--- config.mk ---
export PLATFORM = sky130hd
export DESIGN_NAME = interp_upsample_mixer_unit
export DESIGN_NICKNAME = d
export VERILOG_FILES = /design/src/design/iumix_pkg.sv /design/src/design/iumix_ctrl.sv /design/src/design/iumix_datapath.sv /design/src/design/interp_upsample_mixer_unit.sv
export SDC_FILE = /design/constraint.sdc
export NUM_CORES = 1
export LEC_CHECK = 0
export ABC_AREA = 1
export BUFFER_PORTS_ARGS = -buffer_cell sky130_fd_sc_hd__clkbuf_2
export CAP_MARGIN = 20
export CORE_MARGIN = 4
export CORE_UTILIZATION = 47
export CTS_CLUSTER_DIAMETER = 40
export CTS_CLUSTER_SIZE = 12
export DETAILED_ROUTE_END_ITERATION = 8
export SLEW_MARGIN = 20
export SYNTH_ARGS = -nofsm -noshare
export SYNTH_HDL_FRONTEND = slang
export SYNTH_SLANG_ARGS = --single-unit
--- constraint.sdc ---
create_clock -name clk -period 17.7 [get_ports clk]
set_clock_uncertainty 0.1 [all_clocks]
set_input_delay 3.54 -clock clk [delete_from_list [all_inputs] [get_ports clk]]
set_output_delay 3.54 -clock clk [all_outputs]
set_load 0.1 [all_outputs]
--- src/design/iumix_pkg.sv ---
// Package for the interpolating upsampler and mixer.
// Holds widths, the controller state type and the command and status structs.
// Depends on nothing; every other file of the block imports it.
`default_nettype none

package iumix_pkg;

	localparam int unsigned SAMPLE_W     = 16;
	localparam int unsigned FACTOR_W     = 3;
	localparam int unsigned MUSIC_FRAMES = 4;
	localparam int unsigned FRAME_IDX_W  = 2;

	localparam logic [FACTOR_W-1:0] FACTOR_RESET = 3'd2;
	localparam logic [FACTOR_W-1:0] FACTOR_ONE   = 3'd1;

	// Reciprocal of three, ceil(2^20 / 3); exact for dividends below 2^19.
	localparam int unsigned         RECIP3_SHIFT = 20;
	localparam logic [18:0]         RECIP3       = 19'd349526;

	typedef enum logic [1:0] {
		ST_IDLE,
		ST_MUL,
		ST_DIV,
		ST_PUSH
	} iumix_state_t;

	typedef struct packed {
		logic take_in;
		logic mul;
		logic div;
		logic push;
	} iumix_cmd_t;

	typedef struct packed {
		logic can_push;
		logic last;
	} iumix_stat_t;

endpackage

`default_nettype wire

--- src/design/iumix_ctrl.sv ---
// Controller of the interpolating upsampler and mixer.
// Walks each output frame through multiply, divide and push; uses iumix_pkg.
`default_nettype none

module iumix_ctrl
	import iumix_pkg::*;
(
	input  wire         clk,
	input  wire         arst_n,
	input  wire         in_valid,
	output logic        in_ready,
	input  iumix_stat_t stat,
	output iumix_cmd_t  cmd
);

	iumix_state_t state_q;
	iumix_state_t state_d;

	always_ff @(posedge clk or negedge arst_n) begin
		if (!arst_n) begin
			state_q <= ST_IDLE;
		end else begin
			state_q <= state_d;
		end
	end

	always_comb begin
		state_d = state_q;
		unique case (state_q)
			ST_IDLE: begin
				if (in_valid) state_d = ST_MUL;
			end
			ST_MUL:  state_d = ST_DIV;
			ST_DIV:  state_d = ST_PUSH;
			ST_PUSH: begin
				if (stat.can_push) state_d = stat.last ? ST_IDLE : ST_MUL;
			end
			default: state_d = ST_IDLE;
		endcase
	end

	always_comb begin
		in_ready    = 1'b0;
		cmd         = '0;
		unique case (state_q)
			ST_IDLE: begin
				in_ready    = 1'b1;
				cmd.take_in = in_valid;
			end
			ST_MUL:  cmd.mul  = 1'b1;
			ST_DIV:  cmd.div  = 1'b1;
			ST_PUSH: cmd.push = stat.can_push;
			default: cmd      = '0;
		endcase
	end

endmodule

`default_nettype wire

--- src/design/iumix_datapath.sv ---
// Datapath of the interpolating upsampler and mixer.
// Holds the factor register, effects history, scaling, division and output register.
// Uses iumix_pkg; driven by commands from iumix_ctrl.
`default_nettype none

module iumix_datapath
	import iumix_pkg::*;
#(
	parameter int unsigned FACTOR_CAP = 4
) (
	input  wire                        clk,
	input  wire                        arst_n,
	input  wire                        cfg_valid,
	input  wire  [FACTOR_W-1:0]        cfg_data,
	input  wire  signed [SAMPLE_W-1:0] sfx_left,
	input  wire  signed [SAMPLE_W-1:0] sfx_right,
	input  wire  signed [SAMPLE_W-1:0] music_left  [MUSIC_FRAMES],
	input  wire  signed [SAMPLE_W-1:0] music_right [MUSIC_FRAMES],
	input  iumix_cmd_t                 cmd,
	output iumix_stat_t                stat,
	output logic                       out_valid,
	input  wire                        out_ready,
	output logic signed [SAMPLE_W-1:0] mixed_left,
	output logic signed [SAMPLE_W-1:0] mixed_right,
	output logic                       last_of_run
);

	localparam int unsigned CAP_RAW = (FACTOR_CAP > MUSIC_FRAMES) ? MUSIC_FRAMES : FACTOR_CAP;
	localparam int unsigned CAP     = (CAP_RAW < 1) ? 1 : CAP_RAW;
	localparam logic [FACTOR_W-1:0] CAP_F = FACTOR_W'(CAP);

	logic        [FACTOR_W-1:0]    factor_q;
	logic        [FACTOR_W-1:0]    eff_f_q;
	logic        [FACTOR_W-1:0]    eff_f_d;
	logic        [FRAME_IDX_W-1:0] j_q;
	logic signed [SAMPLE_W-1:0]    cur_l_q, cur_r_q;
	logic signed [SAMPLE_W-1:0]    a_l_q, a_r_q;
	logic signed [SAMPLE_W:0]      diff_l_q, diff_r_q;
	logic signed [SAMPLE_W-1:0]    mus_l_q [MUSIC_FRAMES];
	logic signed [SAMPLE_W-1:0]    mus_r_q [MUSIC_FRAMES];
	logic        [17:0]            mag_l_s1, mag_r_s1;
	logic                          neg_l_s1, neg_r_s1;
	logic signed [SAMPLE_W:0]      q_l_s2, q_r_s2;
	logic                          out_valid_q;
	logic signed [SAMPLE_W-1:0]    out_l_q, out_r_q;
	logic                          out_last_q;

	// Configuration register.
	always_ff @(posedge clk or negedge arst_n) begin
		if (!arst_n) begin
			factor_q <= FACTOR_RESET;
		end else if (cfg_valid) begin
			factor_q <= cfg_data;
		end
	end

	always_comb begin
		if (factor_q == '0) begin
			eff_f_d = FACTOR_ONE;
		end else if (factor_q > CAP_F) begin
			eff_f_d = CAP_F;
		end else begin
			eff_f_d = factor_q;
		end
	end

	// Effects history; the current frame resets to zero.
	always_ff @(posedge clk or negedge arst_n) begin
		if (!arst_n) begin
			cur_l_q <= '0;
			cur_r_q <= '0;
			j_q     <= '0;
		end else if (cmd.take_in) begin
			cur_l_q <= sfx_left;
			cur_r_q <= sfx_right;
			j_q     <= '0;
		end else if (cmd.push) begin
			j_q     <= j_q + FRAME_IDX_W'(1);
		end
	end

	always_ff @(posedge clk) begin
		if (cmd.take_in) begin
			eff_f_q  <= eff_f_d;
			a_l_q    <= cur_l_q;
			a_r_q    <= cur_r_q;
			diff_l_q <= (SAMPLE_W+1)'(sfx_left) - (SAMPLE_W+1)'(cur_l_q);
			diff_r_q <= (SAMPLE_W+1)'(sfx_right) - (SAMPLE_W+1)'(cur_r_q);
			for (int k = 0; k < MUSIC_FRAMES; k++) begin
				mus_l_q[k] <= music_left[k];
				mus_r_q[k] <= music_right[k];
			end
		end
	end

	// Stage one: magnitude of the difference scaled by the frame index.
	logic signed [SAMPLE_W:0] abs_l, abs_r;

	always_comb begin
		abs_l = diff_l_q[SAMPLE_W] ? -diff_l_q : diff_l_q;
		abs_r = diff_r_q[SAMPLE_W] ? -diff_r_q : diff_r_q;
	end

	always_ff @(posedge clk) begin
		if (cmd.mul) begin
			mag_l_s1 <= 18'(abs_l[SAMPLE_W-1:0]) * 18'(j_q);
			mag_r_s1 <= 18'(abs_r[SAMPLE_W-1:0]) * 18'(j_q);
			neg_l_s1 <= diff_l_q[SAMPLE_W];
			neg_r_s1 <= diff_r_q[SAMPLE_W];
		end
	end

	// Stage two: divide the magnitude by the factor, then restore the sign.
	function automatic logic [SAMPLE_W-1:0] div_by_factor(input logic [17:0] m,
		input logic [FACTOR_W-1:0] f);
		logic [36:0] p3;
		logic [17:0] q;
		p3 = 37'(m) * 37'(RECIP3);
		unique case (f)
			3'd2:    q = m >> 1;
			3'd3:    q = 18'(p3[36:RECIP3_SHIFT]);
			3'd4:    q = m >> 2;
			default: q = m;
		endcase
		return q[SAMPLE_W-1:0];
	endfunction

	logic signed [SAMPLE_W:0] ql, qr;

	always_comb begin
		ql = (SAMPLE_W+1)'(div_by_factor(mag_l_s1, eff_f_q));
		qr = (SAMPLE_W+1)'(div_by_factor(mag_r_s1, eff_f_q));
	end

	always_ff @(posedge clk) begin
		if (cmd.div) begin
			q_l_s2 <= neg_l_s1 ? -ql : ql;
			q_r_s2 <= neg_r_s1 ? -qr : qr;
		end
	end

	// Push: add start value and music, saturate, load the output register.
	function automatic logic signed [SAMPLE_W-1:0] mix_sat(input logic signed [SAMPLE_W-1:0] a,
		input logic signed [SAMPLE_W:0] q, input logic signed [SAMPLE_W-1:0] m);
		logic signed [SAMPLE_W+2:0] s;
		s = (SAMPLE_W+3)'(a) + (SAMPLE_W+3)'(q) + (SAMPLE_W+3)'(m);
		if (s > (SAMPLE_W+3)'(32767)) begin
			return 16'sh7FFF;
		end else if (s < -(SAMPLE_W+3)'(32768)) begin
			return 16'sh8000;
		end
		return s[SAMPLE_W-1:0];
	endfunction

	logic last_now;

	assign last_now = ({1'b0, j_q} == (eff_f_q - FACTOR_ONE));

	always_ff @(posedge clk or negedge arst_n) begin
		if (!arst_n) begin
			out_valid_q <= 1'b0;
		end else if (cmd.push) begin
			out_valid_q <= 1'b1;
		end else if (out_ready) begin
			out_valid_q <= 1'b0;
		end
	end

	always_ff @(posedge clk) begin
		if (cmd.push) begin
			out_l_q    <= mix_sat(a_l_q, q_l_s2, mus_l_q[j_q]);
			out_r_q    <= mix_sat(a_r_q, q_r_s2, mus_r_q[j_q]);
			out_last_q <= last_now;
		end
	end

	assign stat.can_push = !out_valid_q || out_ready;
	assign stat.last     = last_now;
	assign out_valid     = out_valid_q;
	assign mixed_left    = out_l_q;
	assign mixed_right   = out_r_q;
	assign last_of_run   = out_last_q;

endmodule

`default_nettype wire

--- src/design/interp_upsample_mixer_unit.sv ---
// Top level of the interpolating upsampler and mixer.
// Instantiates iumix_ctrl and iumix_datapath; uses iumix_pkg.
//
//   channel   direction  handshake              payload
//   input     in         in_valid / in_ready    sfx_left/right, music_left/right_0..3
//   output    out        out_valid / out_ready  mixed_left, mixed_right, last_of_run
//   config    in         cfg_valid / cfg_ready  cfg_data (upsample_factor)
//
// An input request is taken only while the controller is idle. Each output frame then
// passes through three steps (index scaling, division by the factor, mix and saturate).
// The division by three is a registered multiplication by a reciprocal.
// The asynchronous reset clears the controller, the output valid flag, the stored effects
// frame (to zero) and sets the factor to two. A stalled output holds the push step until
// the waiting result is taken; the output register lets the next frame be computed
// meanwhile. Configuration requests are always taken.
`default_nettype none

module interp_upsample_mixer_unit
	import iumix_pkg::*;
#(
	parameter int unsigned MAX_FACTOR = 4
) (
	input  wire                        clk,
	input  wire                        arst_n,
	input  wire                        cfg_valid,
	output logic                       cfg_ready,
	input  wire  [FACTOR_W-1:0]        cfg_data,
	input  wire                        in_valid,
	output logic                       in_ready,
	input  wire  signed [SAMPLE_W-1:0] sfx_left,
	input  wire  signed [SAMPLE_W-1:0] sfx_right,
	input  wire  signed [SAMPLE_W-1:0] music_left_0,
	input  wire  signed [SAMPLE_W-1:0] music_right_0,
	input  wire  signed [SAMPLE_W-1:0] music_left_1,
	input  wire  signed [SAMPLE_W-1:0] music_right_1,
	input  wire  signed [SAMPLE_W-1:0] music_left_2,
	input  wire  signed [SAMPLE_W-1:0] music_right_2,
	input  wire  signed [SAMPLE_W-1:0] music_left_3,
	input  wire  signed [SAMPLE_W-1:0] music_right_3,
	output logic                       out_valid,
	input  wire                        out_ready,
	output logic signed [SAMPLE_W-1:0] mixed_left,
	output logic signed [SAMPLE_W-1:0] mixed_right,
	output logic                       last_of_run
);

	iumix_cmd_t  cmd;
	iumix_stat_t stat;

	// The music frames are gathered into arrays indexed by output frame.
	logic signed [SAMPLE_W-1:0] music_l [MUSIC_FRAMES];
	logic signed [SAMPLE_W-1:0] music_r [MUSIC_FRAMES];

	assign music_l[0] = music_left_0;
	assign music_l[1] = music_left_1;
	assign music_l[2] = music_left_2;
	assign music_l[3] = music_left_3;
	assign music_r[0] = music_right_0;
	assign music_r[1] = music_right_1;
	assign music_r[2] = music_right_2;
	assign music_r[3] = music_right_3;

	// The factor register never refuses a write.
	assign cfg_ready = 1'b1;

	iumix_ctrl u_ctrl (
		.clk      (clk),
		.arst_n   (arst_n),
		.in_valid (in_valid),
		.in_ready (in_ready),
		.stat     (stat),
		.cmd      (cmd)
	);

	iumix_datapath #(
		.FACTOR_CAP (MAX_FACTOR)
	) u_datapath (
		.clk         (clk),
		.arst_n      (arst_n),
		.cfg_valid   (cfg_valid),
		.cfg_data    (cfg_data),
		.sfx_left    (sfx_left),
		.sfx_right   (sfx_right),
		.music_left  (music_l),
		.music_right (music_r),
		.cmd         (cmd),
		.stat        (stat),
		.out_valid   (out_valid),
		.out_ready   (out_ready),
		.mixed_left  (mixed_left),
		.mixed_right (mixed_right),
		.last_of_run (last_of_run)
	);

endmodule

`default_nettype wire

**After elaboration in Yosys (flattened, before gate mapping)**

Memories as Yosys holds them, arrays and structs flattened.
Cells that the tools add are included.

- Register bits after elaboration: 214
- Bits in writable memories: 128
- Logic and storage cells: 97
- Memories kept: 2

Memory list:

| memory | depth | bits a word | rd ports | clocked after memory_dff | write ports | RTL line | source |
|---|---|---|---|---|---|---|---|
| u_datapath.mus_l_q | 4 | 16 | 1 | 0 | 4 | iumix_datapath.sv:39 | `logic signed [SAMPLE_W-1:0] mus_l_q [MUSIC_FRAMES];` |
| u_datapath.mus_r_q | 4 | 16 | 1 | 0 | 4 | iumix_datapath.sv:40 | `logic signed [SAMPLE_W-1:0] mus_r_q [MUSIC_FRAMES];` |

- $add $sub $neg: 12
- Multiply operators: 4
- $lt $le $gt $ge: 5
- Equality and inequality tests: 9
- Muxes and demuxes: 34
- Reductions and logical operators: 8

Operator list:

| cell | count |
|---|---|
| 2-to-1 mux 16 bit | 10 |
| case mux 16 bit (3 select lines) | 2 |
| multiplier 18 x 18 -> 35 bit (second input constant) | 2 |
| adder 18 x 16 -> 19 bit | 2 |
| greater-than comparator 19 x 16 -> 1 bit (second input constant) | 2 |
| < comparator 19 x 16 -> 1 bit (second input constant) | 2 |
| adder 16 x 17 -> 18 bit | 2 |
| multiplier 16 x 2 -> 18 bit | 2 |
| negation 16 -> 17 bit | 2 |
| subtractor 16 x 16 -> 17 bit | 2 |
| negation 16 bit | 2 |
| 2-to-1 mux 1 bit | 16 |
| 2-to-1 mux 2 bit | 4 |
| case mux 2 bit (4 select lines) | 1 |
| == test 3 x 2 -> 1 bit (second input constant) | 2 |
| == test 2 bit (second input constant) | 2 |
| nonzero test 2 bit | 2 |
| == test 2 x 3 -> 1 bit | 1 |
| == test 3 bit (second input constant) | 1 |
| greater-than comparator 3 bit (second input constant) | 1 |
| zero test 3 bit | 1 |
| 2-to-1 mux 3 bit | 1 |
| subtractor 3 x 1 -> 3 bit (second input constant) | 1 |
| adder 2 x 1 -> 2 bit (second input constant) | 1 |
| 8 further kinds | 8 |

**Depth between registers and ports, before layout**

- Depth after elaboration: 7
- Depth in mapped cells: 32

**Modules after synthesis**

Synthesis repeated with hierarchy kept, for this count alone.

- Cells, all modules: 3743
- Area, all modules: 32675.1 um^2

By module, submodules not included:

| module | times used | cells an instance | area an instance (um^2) | sequential area each (um^2) |
|---|---|---|---|---|
| iumix_datapath | 1 | 3712 | 32463.6 | 10020.9 |
| iumix_ctrl | 1 | 29 | 200.2 | 50.0 |
| interp_upsample_mixer_unit | 1 | 2 | 11.3 | 0.0 |

**Worst setup path before layout**

OpenSTA, ideal clock, no wires.

- Path kind: input-to-reg
- Start point: input in_valid
- End point: register u_datapath.cur_r_q[10]
- Library setup time: 410 ps
- Data arrival time: 9718 ps
- Required time: 17190 ps
- Path slack: 7472 ps
- Cell stages on the path: 5
- Path buffers: 2
- Path through: nand2_1 inv_1 clkbuf_1 clkbuf_1 o21ai_0

RTL lines:

| element | RTL line | source |
|---|---|---|
| start: declaration | interp_upsample_mixer_unit.sv:28 | `input wire in_valid,` |
| end signal: assignment | iumix_datapath.sv:75 | `cur_r_q <= sfx_right;` |
| end: declaration | iumix_datapath.sv:36 | `logic signed [SAMPLE_W-1:0] cur_l_q, cur_r_q;` |

**Worst setup path in the final report**

- Start point: register u_datapath.mag_l_s1[7]
- End point: register u_datapath.q_l_s2[15] (data pin)

- Word-level cells in the longest chain between the ends: 4

Ends and longest elaborated chain:

| element | RTL line | source |
|---|---|---|
| start: declaration | iumix_datapath.sv:41 | `logic [17:0] mag_l_s1, mag_r_s1;` |
| start signal: assignment | iumix_datapath.sv:106 | `mag_l_s1 <= 18'(abs_l[SAMPLE_W-1:0]) * 18'(j_q);` |
| multiplier 18 x 18 -> 35 bit | iumix_datapath.sv:118 | `p3 = 37'(m) * 37'(RECIP3);` |
| case mux 16 bit (3 select lines) * | iumix_datapath.sv:119 | `unique case (f)` |
| negation 16 -> 17 bit | iumix_datapath.sv:137 | `q_l_s2 <= neg_l_s1 ? -ql : ql;` |
| 2-to-1 mux 16 bit * | iumix_datapath.sv:137 |  |
| end signal: assignment | iumix_datapath.sv:137 |  |
| end: declaration | iumix_datapath.sv:43 | `logic signed [SAMPLE_W:0] q_l_s2, q_r_s2;` |

Every way passes the cells marked *; elsewhere a longest branch is shown, timed or not.
A chain may end at the register's enable or synchronous reset.

==> results by group <==
Outcome
  – Status: complete, no violations

Drt
  – Avg WL per Cell: 16.9 um
  – Residual DRC: 0
  – Iter 0 DRT Violations: 1427
  – Vias: 24.6k
  – Final ANT Viol Nets: 0
  – Total Wirelength: 83500 um
  – Initial DRT Pass Iterations: 7
  – Vias per cell: 4.97

Final layout
  – Filler cells: 6676
  – Most common cell after layout, fill and taps aside: inv_1
  – Area Growth Syn to Fin: 10.3%
  – Register Area: 0.0101 mm2
  – Final Net Count: 4820
  – Area of the multi-input gates: 0.0194 mm2
  – Layout cells sized above 1: 9.03%
  – Most frequent cells in the layout: inv_1, nand2_1, ha_1

STA
  – Min cycle time layout: 6.65 ns
  – RSZ-0062 raised after global routing: false
  – Fmax: 0.150 GHz
  – Count of final setup violators: 0
  – Worst-margin pin slew: 1.08 ns
  – Slew Viols, Final: 0
  – Final worst-path cycle share: 37.6%
  – Final Hold Violating Endpoints: 0
  – Setup_tns: 0 ns
  – Max transition margin: 28.3%

Die
  – DIE AREA: 0.0743 mm2
  – I/O pins: 204
  – Height of the die: 273 um
  – Die width: 273 um
  – Placeable Area: 0.0689 mm2
  – Initial core utilization: 47.7%
  – Rows: 96

Yosys
  – Sequential fraction of the synthesis area: 30.6%
  – Distinct cells, synth: 55
  – Register bit total from synthesis: 342
  – Post-synth EDFFs: 302
  – Top_reg_cell synth: edfxtp_1
  – Cells after Synth: 3783
  – Syn_area_per_cell: 8.70 um2
  – YS warnings: 0
  – Synthesized cell area: 0.0329 mm2
  – Syn Nets: 4625
  – Post-synth ARST share: 11.7%

CTS
  – Root buffer cell: clkbuf_16
  – Worst-path clk slew: 0.06 ns
  – Clk sink count: 342
  – CTS resizes: 0
  – Total CTS buffers: 42
  – CTS Buffer Depth: 3
  – # H-tree levels: 2
  – CTS tree: built
  – Clk_lat worst skew: 0.54 ns
  – Setup Buffers After CTS: 0
  – Post-CTS Hold Buffers: 0

Worst setup path
  – Critical path arrival: 6.85 ns
  – Worst-path fanout max: 9
  – CP max stage cell: edfxtp_1
  – CP Class: flop to flop
  – WP buf/inv: 5
  – Crit path max-delay family: adder cells
  – R2r setup slk: 11.05 ns
  – CP startpoint kind: flop
  – Worst setup EP type: flop
  – CP most frequent cell: nand2_1
  – Worst endpoint required time: 17.90 ns
  – R2R Path Start: u_datapath.mag_l_s1[7]$_DFFE_PN_
  – CP Launch Point: u_datapath.mag_l_s1[7]$_DFFE_PN_
  – CP max stage delay: 0.60 ns

Hold path
  – Hold Startpoint: u_datapath.cur_l_q[9]$_DFFE_PN0P_
  – Worst hold path class: flop to flop

Global route
  – Largest net degree at the start of global routing: 164
  – Number of global-route vias before repair: 24.1k
  – First-pass GRT wire length: 130000 um
  – Global Route Usage Sum: 22.2%
  – Overflow after GRT: 0
  – Initial antenna violation count: 3

Place
  – Final HPWL DP: 68400 um
  – Gpl congestion: 0.945
  – Port bufs: 202

Run
  – Max-cap violations: 0
## cell type report
type                            instances  share of cell area [%]
Antenna cell                            4                  0.0276
Multi-Input combinational cell       2538                    53.4
Inverter                              842                    8.73
Clock buffer                           62                    3.42
Sequential cell                       342                    27.8
Timing Repair Buffer                  212                    2.99
Clock inverter                         15                   0.459
Tap cell                              931                    3.21
## flip-flops by register name, indices dropped and copies added, names as in the netlist, 3 cells and up
register and flops:
u_datapath.mag_r_s1 18, u_datapath.q_r_s2 17, u_datapath.mus_l_q 64, u_datapath.mixed_left 16, u_datapath.diff_r_q 17, u_datapath.a_r_q 16
u_datapath.q_l_s2 17, u_datapath.eff_f_q 3, u_datapath.a_l_q 16, u_datapath.mus_r_q 64, u_datapath.cur_r_q 16, u_datapath.cur_l_q 16
u_datapath.mixed_right 16, u_datapath.factor_q 3, u_datapath.diff_l_q 17, u_datapath.mag_l_s1 18
## routing by layer
| metal | global-route usage, % | up-vias | wire (um) |
|---|---|---|---|
| met2 | 37.9 | 510 | 40500 |
| met1 | 30.6 | 11500 | 37300 |
| li1 | - | 12400 | - |
| met4 | 4.36 | 0 | 1590 |
| met3 | 2.96 | 93 | 4070 |
| met5 | 0 | - | 0 |
## stage by stage
| step | worst slack (ns) | cell area [um2] | hold WS, ns | std cells | util (%) |
|---|---|---|---|---|---|
| finish | 11.05 | 36300 | 0.346 | 4946 | 52.6 |
| detailed placement | 11.13 | 34900 | 0.331 | 4865 | 50.6 |
| global placement | 11.14 | 34900 | 0.329 | 4865 | 50.6 |
| CTS | 11.10 | 36300 | 0.344 | 4942 | 52.6 |
| floorplan | 7.47 | 32900 | 0.325 | 3783 | - |
| global route | 10.67 | 36300 | 0.361 | 4945 | 52.6 |
## kinds of logic (layout without fill, tap and decap cells)
group / after synthesis / after routing / share of synthesized area [%]
fa+ha+maj: 674 / 674 / 31.4
flops: 342 / 342 / 30.6
simple gates: 1312 / 1312 / 16.6
xor+xnor: 129 / 129 / 3.43
mux: 1 / 1 / 0.0342
buf+inv: 903 / 1131 / 10.5
compound gates: 421 / 421 / 7.42
other cells: 1 / 5 / 0.0114
## synth_stat cells, drive strengths merged (2+ instances only)
cell      n  area, um2
a211oi    4       30.0
and2      2       12.5
nand3b   12       90.1
xor2     82        718
nand3   151        766
clkinv    2       8.75
dfrtp    39        976
o22ai    34        213
o21ai   175        898
nor2    308       1220
nand4    15        100
ha      420       5260
or2      22        138
fa      254       5080
clkbuf   42        158
inv     840       3150
o31ai     8       60.1
nor3     20        116
a22o      3       26.3
buf      19        129
a21boi    9       67.6
edfxtp  302       9070
a21o     11       82.6
o21bai    9       75.1
nand2   774       2950
nor4      6       37.5
a31o      2       17.5
xnor2    47        412
a31oi     5       31.3
a221oi   33        295
a21oi   127        636
## path summary, 6_finish.rpt
kind / end / cells past startpoint
setup / recovery: u_datapath.q_l_s2[15]$_DFFE_PN_ / 27
hold / removal: u_datapath.a_l_q[9]$_DFFE_PP_ / 0
setup reg to reg: u_datapath.q_l_s2[15]$_DFFE_PN_ / 27
hold reg to reg: u_datapath.a_l_q[9]$_DFFE_PP_ / 0
max in group asynchronous: u_datapath.j_q[0]$_DFFE_PN0P_ / 2
min in group asynchronous: u_datapath.cur_r_q[11]$_DFFE_PN0P_ / 2
Power is not shown: default switching activity piles up to over one toggle a cycle in this logic, so the estimate is an artifact.
